==> config.mk <==
export PLATFORM = sky130hd
export DESIGN_NAME = rc4_stream_cipher_core_flat
export DESIGN_NICKNAME = d
export VERILOG_FILES = /design/src/rtl/core/rc4_pkg.sv /design/src/rtl/core/rc4_in_if.sv /design/src/rtl/core/rc4_out_if.sv /design/src/rtl/core/rc4_stream_cipher_core.sv /design/src/rtl/core/rc4_datapath.sv /design/src/rtl/core/rc4_ctrl.sv /design/src/flat_wrapper.sv
export SDC_FILE = /design/constraint.sdc
export NUM_CORES = 2
export LEC_CHECK = 0
export BUFFER_PORTS_ARGS = -buffer_cell sky130_fd_sc_hd__buf_2
export CAP_MARGIN = 20
export CORE_AREA = 3 3 546 413
export CTS_CLUSTER_SIZE = 10
export DETAILED_ROUTE_END_ITERATION = 16
export DIE_AREA = 0 0 549 416
export MAX_ROUTING_LAYER = met4
export PLACE_DENSITY = 0.66
export SLEW_MARGIN = 40
export SYNTH_ARGS = -nofsm -noshare
export SYNTH_HDL_FRONTEND = slang
export SYNTH_HIERARCHICAL = 1
export SYNTH_SLANG_ARGS = --single-unit
==> constraint.sdc <==
create_clock -name clk_i -period 15.1 [get_ports clk_i]
set_clock_uncertainty 0.2 [all_clocks]
set_input_delay 2.265 -clock clk_i [delete_from_list [all_inputs] [get_ports clk_i]]
set_output_delay 2.265 -clock clk_i [all_outputs]
set_load 0.05 [all_outputs]
==> src/rtl/core/rc4_pkg.sv <==
// ----------------------------------------------------------------------------
// rc4_pkg
// Shared types and constants of the RC4 stream cipher core: function codes,
// permutation port selects and the controller/datapath command and status.
// ----------------------------------------------------------------------------
package rc4_pkg;

  localparam int unsigned ByteW    = 8;
  localparam int unsigned PermSize = 256;
  localparam int unsigned FuncW    = 2;

  typedef enum logic [FuncW-1:0] {
    FUNC_KEY  = 2'd0,
    FUNC_DATA = 2'd1,
    FUNC_KS   = 2'd2
  } func_e;

  typedef enum logic [2:0] {
    RA_N     = 3'd0,
    RA_SCH_J = 3'd1,
    RA_GEN_I = 3'd2,
    RA_GEN_J = 3'd3,
    RA_SUM   = 3'd4
  } rd_addr_e;

  typedef enum logic [1:0] {
    WA_N = 2'd0,
    WA_I = 2'd1,
    WA_J = 2'd2
  } wr_addr_e;

  typedef struct packed {
    logic     take;
    logic     key_wr;
    logic     sch_start;
    logic     sch_step;
    logic     sch_done;
    logic     rd_en;
    rd_addr_e rd_addr;
    logic     wr_en;
    wr_addr_e wr_addr;
    logic     out_load;
  } dp_cmd_t;

  typedef struct packed {
    logic n_last;
    logic out_free;
  } dp_status_t;

endpackage

==> src/rtl/core/rc4_in_if.sv <==
// ----------------------------------------------------------------------------
// rc4_in_if
// Input channel: function code, data or key byte and last flag per beat.
// ----------------------------------------------------------------------------
interface rc4_in_if;
  logic                      valid;
  logic                      ready;
  logic [rc4_pkg::FuncW-1:0] func;
  logic [rc4_pkg::ByteW-1:0] data_in;
  logic                      last;

  modport source (output valid, func, data_in, last, input ready);
  modport sink   (input valid, func, data_in, last, output ready);
endinterface

==> src/rtl/core/rc4_out_if.sv <==
// ----------------------------------------------------------------------------
// rc4_out_if
// Output channel: processed or keystream byte and last flag per beat.
// ----------------------------------------------------------------------------
interface rc4_out_if;
  logic                      valid;
  logic                      ready;
  logic [rc4_pkg::ByteW-1:0] data_out;
  logic                      last_out;

  modport source (output valid, data_out, last_out, input ready);
  modport sink   (input valid, data_out, last_out, output ready);
endinterface

==> src/rtl/core/rc4_stream_cipher_core.sv <==
// Data or keystream beat: no new beat is taken until its result is loaded into
// the output register; the single-port permutation memory sets the pace.
// Key byte: stored on accept if there is room. Last key byte: runs the key
// schedule. Reset: asynchronous, active low; permutation reads as identity
// through per-entry valid bits, indices and key count clear, no init pass.
// ----------------------------------------------------------------------------
// rc4_stream_cipher_core
// RC4 engine: key load, key schedule and keystream generation.
// ----------------------------------------------------------------------------
module rc4_stream_cipher_core #(
  parameter int unsigned KeyBytesMax = 32
) (
  input  logic     clk_i,
  input  logic     rst_ni,
  rc4_in_if.sink   in_i,
  rc4_out_if.source out_o
);

  rc4_pkg::dp_cmd_t    cmd;
  rc4_pkg::dp_status_t status;

  rc4_ctrl u_ctrl (
    .clk_i      (clk_i),
    .rst_ni     (rst_ni),
    .in_valid_i (in_i.valid),
    .func_i     (in_i.func),
    .last_i     (in_i.last),
    .in_ready_o (in_i.ready),
    .status_i   (status),
    .cmd_o      (cmd)
  );

  rc4_datapath #(
    .KeyBytesMax (KeyBytesMax)
  ) u_datapath (
    .clk_i       (clk_i),
    .rst_ni      (rst_ni),
    .cmd_i       (cmd),
    .status_o    (status),
    .func_i      (in_i.func),
    .data_in_i   (in_i.data_in),
    .last_i      (in_i.last),
    .out_ready_i (out_o.ready),
    .out_valid_o (out_o.valid),
    .data_out_o  (out_o.data_out),
    .last_out_o  (out_o.last_out)
  );

endmodule

==> src/rtl/core/rc4_datapath.sv <==
// ----------------------------------------------------------------------------
// rc4_datapath
// Key store, permutation memory with per-entry valid bits, generator and
// schedule indices, and the output register.
// ----------------------------------------------------------------------------
module rc4_datapath #(
  parameter int unsigned KeyBytesMax = 32
) (
  input  logic                      clk_i,
  input  logic                      rst_ni,
  input  rc4_pkg::dp_cmd_t          cmd_i,
  output rc4_pkg::dp_status_t       status_o,
  input  logic [rc4_pkg::FuncW-1:0] func_i,
  input  logic [rc4_pkg::ByteW-1:0] data_in_i,
  input  logic                      last_i,
  input  logic                      out_ready_i,
  output logic                      out_valid_o,
  output logic [rc4_pkg::ByteW-1:0] data_out_o,
  output logic                      last_out_o
);

  localparam int unsigned KeyIdxW = (KeyBytesMax > 1) ? $clog2(KeyBytesMax) : 1;
  localparam int unsigned CntW    = $clog2(KeyBytesMax + 1);
  localparam int unsigned BW      = rc4_pkg::ByteW;

  logic [BW-1:0]                  perm_mem [rc4_pkg::PermSize];
  logic [rc4_pkg::PermSize-1:0]   perm_vld_q;
  logic [BW-1:0]                  perm_rd_q;
  logic                           rd_vld_q;
  logic [BW-1:0]                  rd_addr_q;
  logic [BW-1:0]                  key_mem [KeyBytesMax];
  logic [BW-1:0]                  key_rd_q;

  logic [BW-1:0]                  i_q, j_q, n_q;
  logic [KeyIdxW-1:0]             kidx_q;
  logic [CntW-1:0]                key_count_q;
  logic [BW-1:0]                  si_q, sj_q;
  logic [rc4_pkg::FuncW-1:0]      func_q;
  logic [BW-1:0]                  data_q;
  logic                           last_q;
  logic                           out_valid_q;
  logic [BW-1:0]                  out_data_q;
  logic                           out_last_q;

  logic [BW-1:0]                  rd_data;
  logic [BW-1:0]                  rd_addr;
  logic [BW-1:0]                  wr_addr;
  logic [BW-1:0]                  wr_data;
  logic [BW-1:0]                  i_inc;
  logic [BW-1:0]                  j_sch;
  logic [BW-1:0]                  j_gen;
  logic [CntW-1:0]                key_len;
  logic [CntW-1:0]                kidx_inc;
  logic                           key_room;

  assign rd_data  = rd_vld_q ? perm_rd_q : rd_addr_q;
  assign i_inc    = i_q + BW'(1);
  assign j_sch    = j_q + rd_data + key_rd_q;
  assign j_gen    = j_q + rd_data;
  assign key_len  = (key_count_q == '0) ? CntW'(1) : key_count_q;
  assign kidx_inc = CntW'(kidx_q) + CntW'(1);
  assign key_room = key_count_q < CntW'(KeyBytesMax);

  always_comb begin
    unique case (cmd_i.rd_addr)
      rc4_pkg::RA_N:     rd_addr = n_q;
      rc4_pkg::RA_SCH_J: rd_addr = j_sch;
      rc4_pkg::RA_GEN_I: rd_addr = i_inc;
      rc4_pkg::RA_GEN_J: rd_addr = j_gen;
      rc4_pkg::RA_SUM:   rd_addr = si_q + sj_q;
      default:           rd_addr = n_q;
    endcase
  end

  always_comb begin
    unique case (cmd_i.wr_addr)
      rc4_pkg::WA_N: wr_addr = n_q;
      rc4_pkg::WA_I: wr_addr = i_q;
      rc4_pkg::WA_J: wr_addr = j_q;
      default:       wr_addr = n_q;
    endcase
  end

  assign wr_data = (cmd_i.wr_addr == rc4_pkg::WA_J) ? si_q : rd_data;

  always_ff @(posedge clk_i) begin
    if (cmd_i.wr_en) begin
      perm_mem[wr_addr] <= wr_data;
    end
    if (cmd_i.rd_en) begin
      perm_rd_q <= perm_mem[rd_addr];
      rd_vld_q  <= perm_vld_q[rd_addr];
      rd_addr_q <= rd_addr;
    end
  end

  always_ff @(posedge clk_i) begin
    if (cmd_i.key_wr && key_room) begin
      key_mem[key_count_q[KeyIdxW-1:0]] <= data_in_i;
    end
    key_rd_q <= key_mem[kidx_q];
  end

  always_ff @(posedge clk_i or negedge rst_ni) begin
    if (!rst_ni) begin
      perm_vld_q <= '0;
    end else if (cmd_i.sch_start) begin
      perm_vld_q <= '0;
    end else if (cmd_i.wr_en) begin
      perm_vld_q[wr_addr] <= 1'b1;
    end
  end

  always_ff @(posedge clk_i or negedge rst_ni) begin
    if (!rst_ni) begin
      i_q         <= '0;
      j_q         <= '0;
      n_q         <= '0;
      kidx_q      <= '0;
      key_count_q <= '0;
    end else begin
      if (cmd_i.key_wr && key_room) begin
        key_count_q <= key_count_q + CntW'(1);
      end
      priority if (cmd_i.sch_start) begin
        j_q    <= '0;
        n_q    <= '0;
        kidx_q <= '0;
      end else if (cmd_i.sch_done) begin
        i_q         <= '0;
        j_q         <= '0;
        n_q         <= n_q + BW'(1);
        key_count_q <= '0;
      end else if (cmd_i.sch_step) begin
        n_q <= n_q + BW'(1);
      end else if (cmd_i.rd_en && cmd_i.rd_addr == rc4_pkg::RA_SCH_J) begin
        j_q    <= j_sch;
        kidx_q <= (kidx_inc == key_len) ? '0 : kidx_inc[KeyIdxW-1:0];
      end else if (cmd_i.rd_en && cmd_i.rd_addr == rc4_pkg::RA_GEN_I) begin
        i_q <= i_inc;
      end else if (cmd_i.rd_en && cmd_i.rd_addr == rc4_pkg::RA_GEN_J) begin
        j_q <= j_gen;
      end else begin
        j_q <= j_q;
      end
    end
  end

  always_ff @(posedge clk_i) begin
    if (cmd_i.take) begin
      func_q <= func_i;
      data_q <= data_in_i;
      last_q <= last_i;
    end
    if (cmd_i.rd_en &&
        (cmd_i.rd_addr == rc4_pkg::RA_SCH_J || cmd_i.rd_addr == rc4_pkg::RA_GEN_J)) begin
      si_q <= rd_data;
    end
    if (cmd_i.wr_en && cmd_i.wr_addr == rc4_pkg::WA_I) begin
      sj_q <= rd_data;
    end
    if (cmd_i.out_load) begin
      out_data_q <= (func_q == rc4_pkg::FUNC_KS) ? rd_data : (rd_data ^ data_q);
      out_last_q <= last_q;
    end
  end

  always_ff @(posedge clk_i or negedge rst_ni) begin
    if (!rst_ni) begin
      out_valid_q <= 1'b0;
    end else if (cmd_i.out_load) begin
      out_valid_q <= 1'b1;
    end else if (out_ready_i) begin
      out_valid_q <= 1'b0;
    end
  end

  assign status_o.n_last   = (n_q == '1);
  assign status_o.out_free = !out_valid_q || out_ready_i;
  assign out_valid_o       = out_valid_q;
  assign data_out_o        = out_data_q;
  assign last_out_o        = out_last_q;

endmodule

==> src/rtl/core/rc4_ctrl.sv <==
// ----------------------------------------------------------------------------
// rc4_ctrl
// Sequencer for key loading, the 256-round key schedule and the generator
// step; each access state drives one read or one write of the permutation memory.
// ----------------------------------------------------------------------------
module rc4_ctrl (
  input  logic                      clk_i,
  input  logic                      rst_ni,
  input  logic                      in_valid_i,
  input  logic [rc4_pkg::FuncW-1:0] func_i,
  input  logic                      last_i,
  output logic                      in_ready_o,
  input  rc4_pkg::dp_status_t       status_i,
  output rc4_pkg::dp_cmd_t          cmd_o
);

  typedef enum logic [12:0] {
    ST_IDLE     = 13'b0000000000001,
    ST_SCH_INIT = 13'b0000000000010,
    ST_SCH_RD_N = 13'b0000000000100,
    ST_SCH_RD_J = 13'b0000000001000,
    ST_SCH_WR_N = 13'b0000000010000,
    ST_SCH_WR_J = 13'b0000000100000,
    ST_GEN_RD_I = 13'b0000001000000,
    ST_GEN_RD_J = 13'b0000010000000,
    ST_GEN_WR_I = 13'b0000100000000,
    ST_GEN_WR_J = 13'b0001000000000,
    ST_GEN_RD_S = 13'b0010000000000,
    ST_GEN_DONE = 13'b0100000000000,
    ST_SPARE    = 13'b1000000000000
  } state_e;

  state_e state_q, state_d;

  always_comb begin
    state_d       = state_q;
    in_ready_o    = 1'b0;
    cmd_o         = '0;
    cmd_o.rd_addr = rc4_pkg::RA_N;
    cmd_o.wr_addr = rc4_pkg::WA_N;
    unique case (state_q)
      ST_IDLE: begin
        in_ready_o = 1'b1;
        if (in_valid_i) begin
          cmd_o.take = 1'b1;
          unique case (func_i)
            rc4_pkg::FUNC_KEY: begin
              cmd_o.key_wr = 1'b1;
              if (last_i) begin
                state_d = ST_SCH_INIT;
              end
            end
            rc4_pkg::FUNC_DATA,
            rc4_pkg::FUNC_KS: state_d = ST_GEN_RD_I;
            default: state_d = ST_IDLE;
          endcase
        end
      end
      ST_SCH_INIT: begin
        cmd_o.sch_start = 1'b1;
        state_d         = ST_SCH_RD_N;
      end
      ST_SCH_RD_N: begin
        cmd_o.rd_en   = 1'b1;
        cmd_o.rd_addr = rc4_pkg::RA_N;
        state_d       = ST_SCH_RD_J;
      end
      ST_SCH_RD_J: begin
        cmd_o.rd_en   = 1'b1;
        cmd_o.rd_addr = rc4_pkg::RA_SCH_J;
        state_d       = ST_SCH_WR_N;
      end
      ST_SCH_WR_N: begin
        cmd_o.wr_en   = 1'b1;
        cmd_o.wr_addr = rc4_pkg::WA_N;
        state_d       = ST_SCH_WR_J;
      end
      ST_SCH_WR_J: begin
        cmd_o.wr_en   = 1'b1;
        cmd_o.wr_addr = rc4_pkg::WA_J;
        if (status_i.n_last) begin
          cmd_o.sch_done = 1'b1;
          state_d        = ST_IDLE;
        end else begin
          cmd_o.sch_step = 1'b1;
          state_d        = ST_SCH_RD_N;
        end
      end
      ST_GEN_RD_I: begin
        cmd_o.rd_en   = 1'b1;
        cmd_o.rd_addr = rc4_pkg::RA_GEN_I;
        state_d       = ST_GEN_RD_J;
      end
      ST_GEN_RD_J: begin
        cmd_o.rd_en   = 1'b1;
        cmd_o.rd_addr = rc4_pkg::RA_GEN_J;
        state_d       = ST_GEN_WR_I;
      end
      ST_GEN_WR_I: begin
        cmd_o.wr_en   = 1'b1;
        cmd_o.wr_addr = rc4_pkg::WA_I;
        state_d       = ST_GEN_WR_J;
      end
      ST_GEN_WR_J: begin
        cmd_o.wr_en   = 1'b1;
        cmd_o.wr_addr = rc4_pkg::WA_J;
        state_d       = ST_GEN_RD_S;
      end
      ST_GEN_RD_S: begin
        cmd_o.rd_en   = 1'b1;
        cmd_o.rd_addr = rc4_pkg::RA_SUM;
        state_d       = ST_GEN_DONE;
      end
      ST_GEN_DONE: begin
        // hold the keystream byte until the output register frees up
        if (status_i.out_free) begin
          cmd_o.out_load = 1'b1;
          state_d        = ST_IDLE;
        end
      end
      default: state_d = ST_IDLE;
    endcase
  end

  always_ff @(posedge clk_i or negedge rst_ni) begin
    if (!rst_ni) begin
      state_q <= ST_IDLE;
    end else begin
      state_q <= state_d;
    end
  end

endmodule

==> src/flat_wrapper.sv <==
// flat-port wrapper written by rule: the top's interface ports become plain ports
module rc4_stream_cipher_core_flat 
#(
  parameter int unsigned KeyBytesMax = 32
)
  (clk_i, rst_ni, in_i_valid, in_i_func, in_i_data_in, in_i_last, in_i_ready, out_o_valid, out_o_data_out, out_o_last_out, out_o_ready);
  rc4_in_if in_i_i ();
  rc4_out_if out_o_i ();
  input  logic clk_i;
  input  logic rst_ni;
  input wire logic [$bits(in_i_i.valid)-1:0] in_i_valid;
  input wire logic [$bits(in_i_i.func)-1:0] in_i_func;
  input wire logic [$bits(in_i_i.data_in)-1:0] in_i_data_in;
  input wire logic [$bits(in_i_i.last)-1:0] in_i_last;
  output wire logic [$bits(in_i_i.ready)-1:0] in_i_ready;
  output wire logic [$bits(out_o_i.valid)-1:0] out_o_valid;
  output wire logic [$bits(out_o_i.data_out)-1:0] out_o_data_out;
  output wire logic [$bits(out_o_i.last_out)-1:0] out_o_last_out;
  input wire logic [$bits(out_o_i.ready)-1:0] out_o_ready;
  assign in_i_i.valid = in_i_valid;
  assign in_i_i.func = in_i_func;
  assign in_i_i.data_in = in_i_data_in;
  assign in_i_i.last = in_i_last;
  assign in_i_ready = in_i_i.ready;
  assign out_o_valid = out_o_i.valid;
  assign out_o_data_out = out_o_i.data_out;
  assign out_o_last_out = out_o_i.last_out;
  assign out_o_i.ready = out_o_ready;
  rc4_stream_cipher_core #(.KeyBytesMax(KeyBytesMax)) u_core (.clk_i(clk_i), .rst_ni(rst_ni), .in_i(in_i_i), .out_o(out_o_i));
endmodule
# Yosys cells after proc, flatten, opt, wreduce, memory -nomap -nowiden
# Memory sizes are Yosys's and may differ from the RTL's. A register that Yosys moved wholly into a read port is not among the register bits.
# Cells that the tools add are included.
[classes]
magnitude_cmp = 4
n_addsub = 7
n_bitwise = 3
n_reduce_logical = 24
mux = 57
eq_ne = 32
[op_table]
columns = ["operator", "n"]
rows = [
  ["256-bit 2-to-1 mux", 2],
  ["256-bit OR", 1],
  ["13-bit case mux with 12 select lines", 1],
  ["8-bit 2-to-1 mux", 16],
  ["13-bit 2-to-1 mux", 3],
  ["8-bit case mux with 4 select lines", 1],
  ["13-bit case mux with 2 select lines", 1],
  ["5-bit 2-to-1 mux", 5],
  ["8-bit adder", 3],
  ["6-bit 2-to-1 mux", 4],
  ["4-bit case mux with 5 select lines", 1],
  ["8-bit by 9-bit < comparator with 1-bit output (second input constant)", 2],
  ["8-bit by 1-bit adder with 8-bit output (second input constant)", 2],
  ["8-bit case mux with 2 select lines", 1],
  ["1-bit 2-to-1 mux", 15],
  ["13-bit by 1-bit equality test with 1-bit output (second input constant)", 1],
  ["13-bit by 10-bit equality test with 1-bit output (second input constant)", 1],
  ["13-bit by 11-bit equality test with 1-bit output (second input constant)", 1],
  ["13-bit by 12-bit equality test with 1-bit output (second input constant)", 1],
  ["13-bit by 2-bit equality test with 1-bit output (second input constant)", 1],
  ["13-bit by 3-bit equality test with 1-bit output (second input constant)", 1],
  ["13-bit by 4-bit equality test with 1-bit output (second input constant)", 1],
  ["13-bit by 5-bit equality test with 1-bit output (second input constant)", 1],
  ["13-bit by 6-bit equality test with 1-bit output (second input constant)", 1],
  ["37 further kinds", 60],
]
[totals]
elab_cells = 146
out_inout_bits = 11
mem_count = 2
regBits = 350
in_bits = 15
ram_bits = 2304
[memory_table]
columns = ["memory", "depth", "width", "read_ports", "rd_ports_with_merged_regs", "wr", "line", "text"]
rows = [
  ["u_core.u_datapath.perm_mem", 256, 8, 1, 1, 1, "rc4_datapath.sv:26", "logic [BW-1:0] perm_mem [rc4_pkg::PermSize];"],
  ["u_core.u_datapath.key_mem", 32, 8, 1, 1, 1, "rc4_datapath.sv:31", "logic [BW-1:0] key_mem [KeyBytesMax];"],
]

# Depth between registers and ports, before layout
[logic_depth]
word_depth = 12
mapped_depth = 27
depth_no_buf = 22

# Cells and area by module
# The synthesis kept the hierarchy.
[modules_own_cells]
columns = ["module", "area_each_um2", "instances", "seq_area_each_um2", "cells_per_inst"]
rows = [
  ["rc4_datapath", 109219.8, 1, 78245.0, 8508],
  ["rc4_ctrl", 852.1, 1, 301.5, 83],
]

# Worst setup path after synthesis
# Ideal clock, no wire load.
[synth_path]
path_kind = "register to register"
from = "register u_core.u_datapath.rd_vld_q"
to = "register u_core.u_datapath.perm_rd_q[1] (read register of u_core.u_datapath.perm_mem), data pin"
path_buffers = 1
path_stages_with_launch = 24
setup_ns = 0.266
arrival_ns = 4.938
setup_slack_ns = 9.697
synth_period_minus_slack_ns = 5.403
t_required_ns = 14.634
path_cell_list = "edfxtp_1 -> buf_2 -> mux2_2 -> ha_1 -> inv_1 -> fa_1 -> nor2b_1 -> o311a_1 -> or2_1 -> a21oi_1 -> xnor2_1 -> ha_1 -> nor3b_1 -> a221o_1 -> a211oi_1 -> nor3b_1 -> nor4_4 -> inv_2 -> nand2_2 -> a211oi_1 -> or4_1 -> or4_1 -> nor4_1 -> nor4_1"
[synth_between]
elab_chain_len = 4
[synth_lines]
columns = ["element", "line", "text"]
rows = [
  ["start: declaration", "rc4_datapath.sv:29", "logic rd_vld_q;"],
  ["start signal: assignment", "rc4_datapath.sv:92", "rd_vld_q <= perm_vld_q[rd_addr];"],
  ["8-bit 2-to-1 mux (*)", "rc4_datapath.sv:56", "assign rd_data = rd_vld_q ? perm_rd_q : rd_addr_q;"],
  ["via u_core.u_datapath.rd_data[0]", "rc4_datapath.sv:45", "logic [BW-1:0] rd_data;"],
  ["8-bit adder (*)", "rc4_datapath.sv:58, rc4_datapath.sv:59", ""],
  ["8-bit adder", "rc4_datapath.sv:58", "assign j_sch = j_q + rd_data + key_rd_q;"],
  ["8-bit case mux with 4 select lines (*)", "rc4_datapath.sv:65", "unique case (cmd_i.rd_addr)"],
  ["end: declaration", "rc4_datapath.sv:28", "logic [BW-1:0] perm_rd_q;"],
]
# Mark *: on every way through the listed nets, which the timed path passes. The rest lies on a longest branch.
# A chain may end at the register's enable or synchronous reset.

==> results.md <==
- Area of the multi-input gates: 29,600 um^2
- Vias in the first global route: 68,000
- Placed Cells: 11,100
- Vias: 73,600
- Layout cells sized above 1: 11.6%
- Leak: 42.5 nW
- First-pass GRT wire length: 477 mm
- All-Layer GR Usage: 28.9%
- Initial Util: 50.1%
- # H-tree levels: 5
- Async SR Flop Fraction: 11.4%
- Yosys top cell by area: edfxtp_1
- #FFs+latches synth: 2,669
- CTS tree: done
- HP Start: u_core/u_datapath/last_q$_DFFE_PP_
- Placer Congestion: 0.965
- Num CTS Buffers: 310
- Final worst slack: 6650 ps
- Final Hold Fails: 0
- Sequential fraction of the synthesis area: 71.4%
- Average cell area after synthesis: 12.8 um^2
- Top_reg_cell synth: edfxtp_1
- Worst-Skew Late Latency: 880 ps
- Setup crit end kind: register
- Outcome: complete, no violations
- Final instance area: 122,000 um^2
- Tmin final: 8450 ps
- Pwr/cell area: 144 nW/um^2
- Worst EP arrival: 8960 ps
- VDD IR max: 0.0000997 V
- Required @ worst endpoint: 15,610 ps
- CP Class: reg2reg
- DRC violations left: 0
- Die X-Extent: 549 um
- Slowest CP cell: buf_4
- Clock root buffer: clkbuf_16
- Worst R2R Start: u_core/u_ctrl/state_q[5]$_DFFE_PN0P_
- Post-CTS setup buffers: 0
- Via-to-Cell Ratio: 6.31
- Final Non-Filler Cells: 11,700
- Most common cell after layout, fill and taps aside: edfxtp_1
- Max Slew Vio Count: 0
- Initial drt markers: 12,200
- FILL cells: 17,600
- Register area: 78,600 um^2
- Largest stage delay, worst path: 740 ps
- RSZ-0062 raised after global routing: false
- Register-to-Register Path Depth: 19
- Num rows: 149
- CP max FO: 61
- Syn Nets: 8,643
- Die H: 416 um
- Cell Chain, Critical Path: nor4_4 > nand3_2 > nor3b_1 > or2_1 > nor3b_1 > a22o_1 > buf_4 > nor3_4 > inv_8 > buf_4 > buf_4 > nand2_1 > and3_1 > a311oi_1 > a31oi_1 > nor3_1 > o31ai_1 > o21ai_0 > or4_1
- Core box area: 220,000 um^2
- Initial DRT Pass Iterations: 7
- Fmax: 118 MHz
- Worst hold path type: reg2reg
- Setup Slack @ Placement: 6840 ps
- Crit path from: u_core/u_ctrl/state_q[5]$_DFFE_PN0P_
- Yosys warns: 6
- Top post-synthesis cells by area: edfxtp_1, nand2_1, dfrtp_1
- Cells after Synth: 8,591
- Setup Viol. Count Final: 0
- Overflow after GRT: 0
- Setup TNS: 0 ps
- Largest buffer count on any clock path: 4
- Period utilization: 56.0%
- Post-synthesis cell type count: 98
- Setup crit start kind: register
- Clk slew on worst S/H paths: 50 ps
- Hpwl dp: 193 mm
- CTS sink cnt: 2,669
- Initial antenna violation count: 5
- Worst Hold Depth: 0
- EDFF count, synth: 2,357
- Design Power: 0.0177 W
- Largest net degree at the start of global routing: 166
- Share of the synthesized area in the top cell type: 64.3%
- I/O pin total: 26
- Port Buffers: 25
- Mapped cell area: 110,000 um^2
- Max Cap Viol: 0
- Die Area: 228,000 um^2
- Cell repeated most along the worst path: buf_4
- Post-cts sizing count: 0
- Area Growth Syn to Fin: 11.3%
- Worst Tran Pin Value: 1130 ps
- Number of antenna-violating nets in the routed design: 0
- Hold-fix buffers, CTS: 0
- Nets: 8,541
- Most frequent cells in the layout: edfxtp_1, nand2_1, nand3_1
- Placed Area: 113,000 um^2
- Wirelength, routed: 326 mm
- Rel. slew slack: 24.7%
- Routed WL per cell: 27.9 um
[kinds of logic after synthesis]
| logic type | share of synthesized area, % |
|---|---|
| buf+inv | 2.70 |
| compound gates | 5.61 |
| simple gates | 16.0 |
| fa+ha+maj | 0.450 |
| flops | 71.4 |
| mux | 3.51 |
| xor+xnor | 0.342 |
[state kept, by name, indices dropped and copies added, names as in the netlist, 12 cells and up]
signal	cells
u_core/u_datapath/perm_vld_q	256
u_core/u_datapath/perm_mem	2048
u_core/u_datapath/key_mem	256
u_core/u_ctrl/state_q	12
[Yosys cell counts (19+ instances only)]
library cell / number
nand4_1: 21
a22oi_1: 19
ha_1: 34
clkbuf_1: 160
nand3_1: 880
edfxtp_1: 2357
a221oi_1: 66
a32oi_1: 28
a31oi_1: 92
mux2i_1: 127
o21ai_0: 87
nor2_1: 879
nor3_1: 36
a211oi_1: 31
buf_2: 298
buf_4: 71
and3_1: 173
a311oi_1: 153
buf_1: 29
inv_1: 30
mux4_2: 102
dfrtp_1: 303
mux2_2: 26
nand2_1: 2030
xnor2_1: 25
a21oi_1: 161
[path summary, 6_finish.rpt]
path	end	slack, ps
setup / recovery	u_core/u_datapath/perm_rd_q[2]$_DFFE_PP_	6650
hold / removal	u_core/u_datapath/last_out_o$_DFFE_PP_	230
setup reg to reg	u_core/u_datapath/perm_rd_q[2]$_DFFE_PP_	6650
hold reg to reg	u_core/u_datapath/last_out_o$_DFFE_PP_	230
max in group asynchronous	u_core/u_datapath/out_valid_o$_DFFE_PN0P_	12230
min in group asynchronous	u_core/u_datapath/key_count_q[0]$_DFF_PN0_	1200
[final cells by class]
type	instances	area share, %
repair buffers	154	1.18
inverters	35	0.133
clock inverters	18	0.157
diodes	2	0.00409
well taps	2944	3.01
multi-input cells	5319	24.2
clock buffers	530	7.17
flip-flops and latches	2669	64.1
[per-stage QoR]
step	utilization (%)	hold slack (ps)
after global placement	51.1	204
after CTS	55.6	232
final	55.7	228
after floorplan	-	200
after global routing	55.7	233
after detailed placement	51.5	221
[power by group]
part | switching [W] | total (W) | internal (W)
logic | 0.00179 | 0.00247 | 0.000677
clock network | 0.00284 | 0.00679 | 0.00395
registers | 0.0000585 | 0.00842 | 0.00836
[per-layer routing]
metal / GRT usage, % / vias to the layer above / part of all wire [%]
li1: - / 31300 / -
met1: 43.1 / 36900 / 41
met2: 38.8 / 4863 / 42
met3: 7.70 / 643 / 13
met4: 8.31 / 0 / 3.1
met5: - / - / 0
[worst max-delay path: cells and delay by family, from the launching register on]
kind                   cells  cell delay [ps]
buffers and inverters      4             2070
DFF                        1              490
and+or+nand+nor           10             3660
AOI/OAI and AO/OA          5             1760
(Power assumes the default switching activity.)
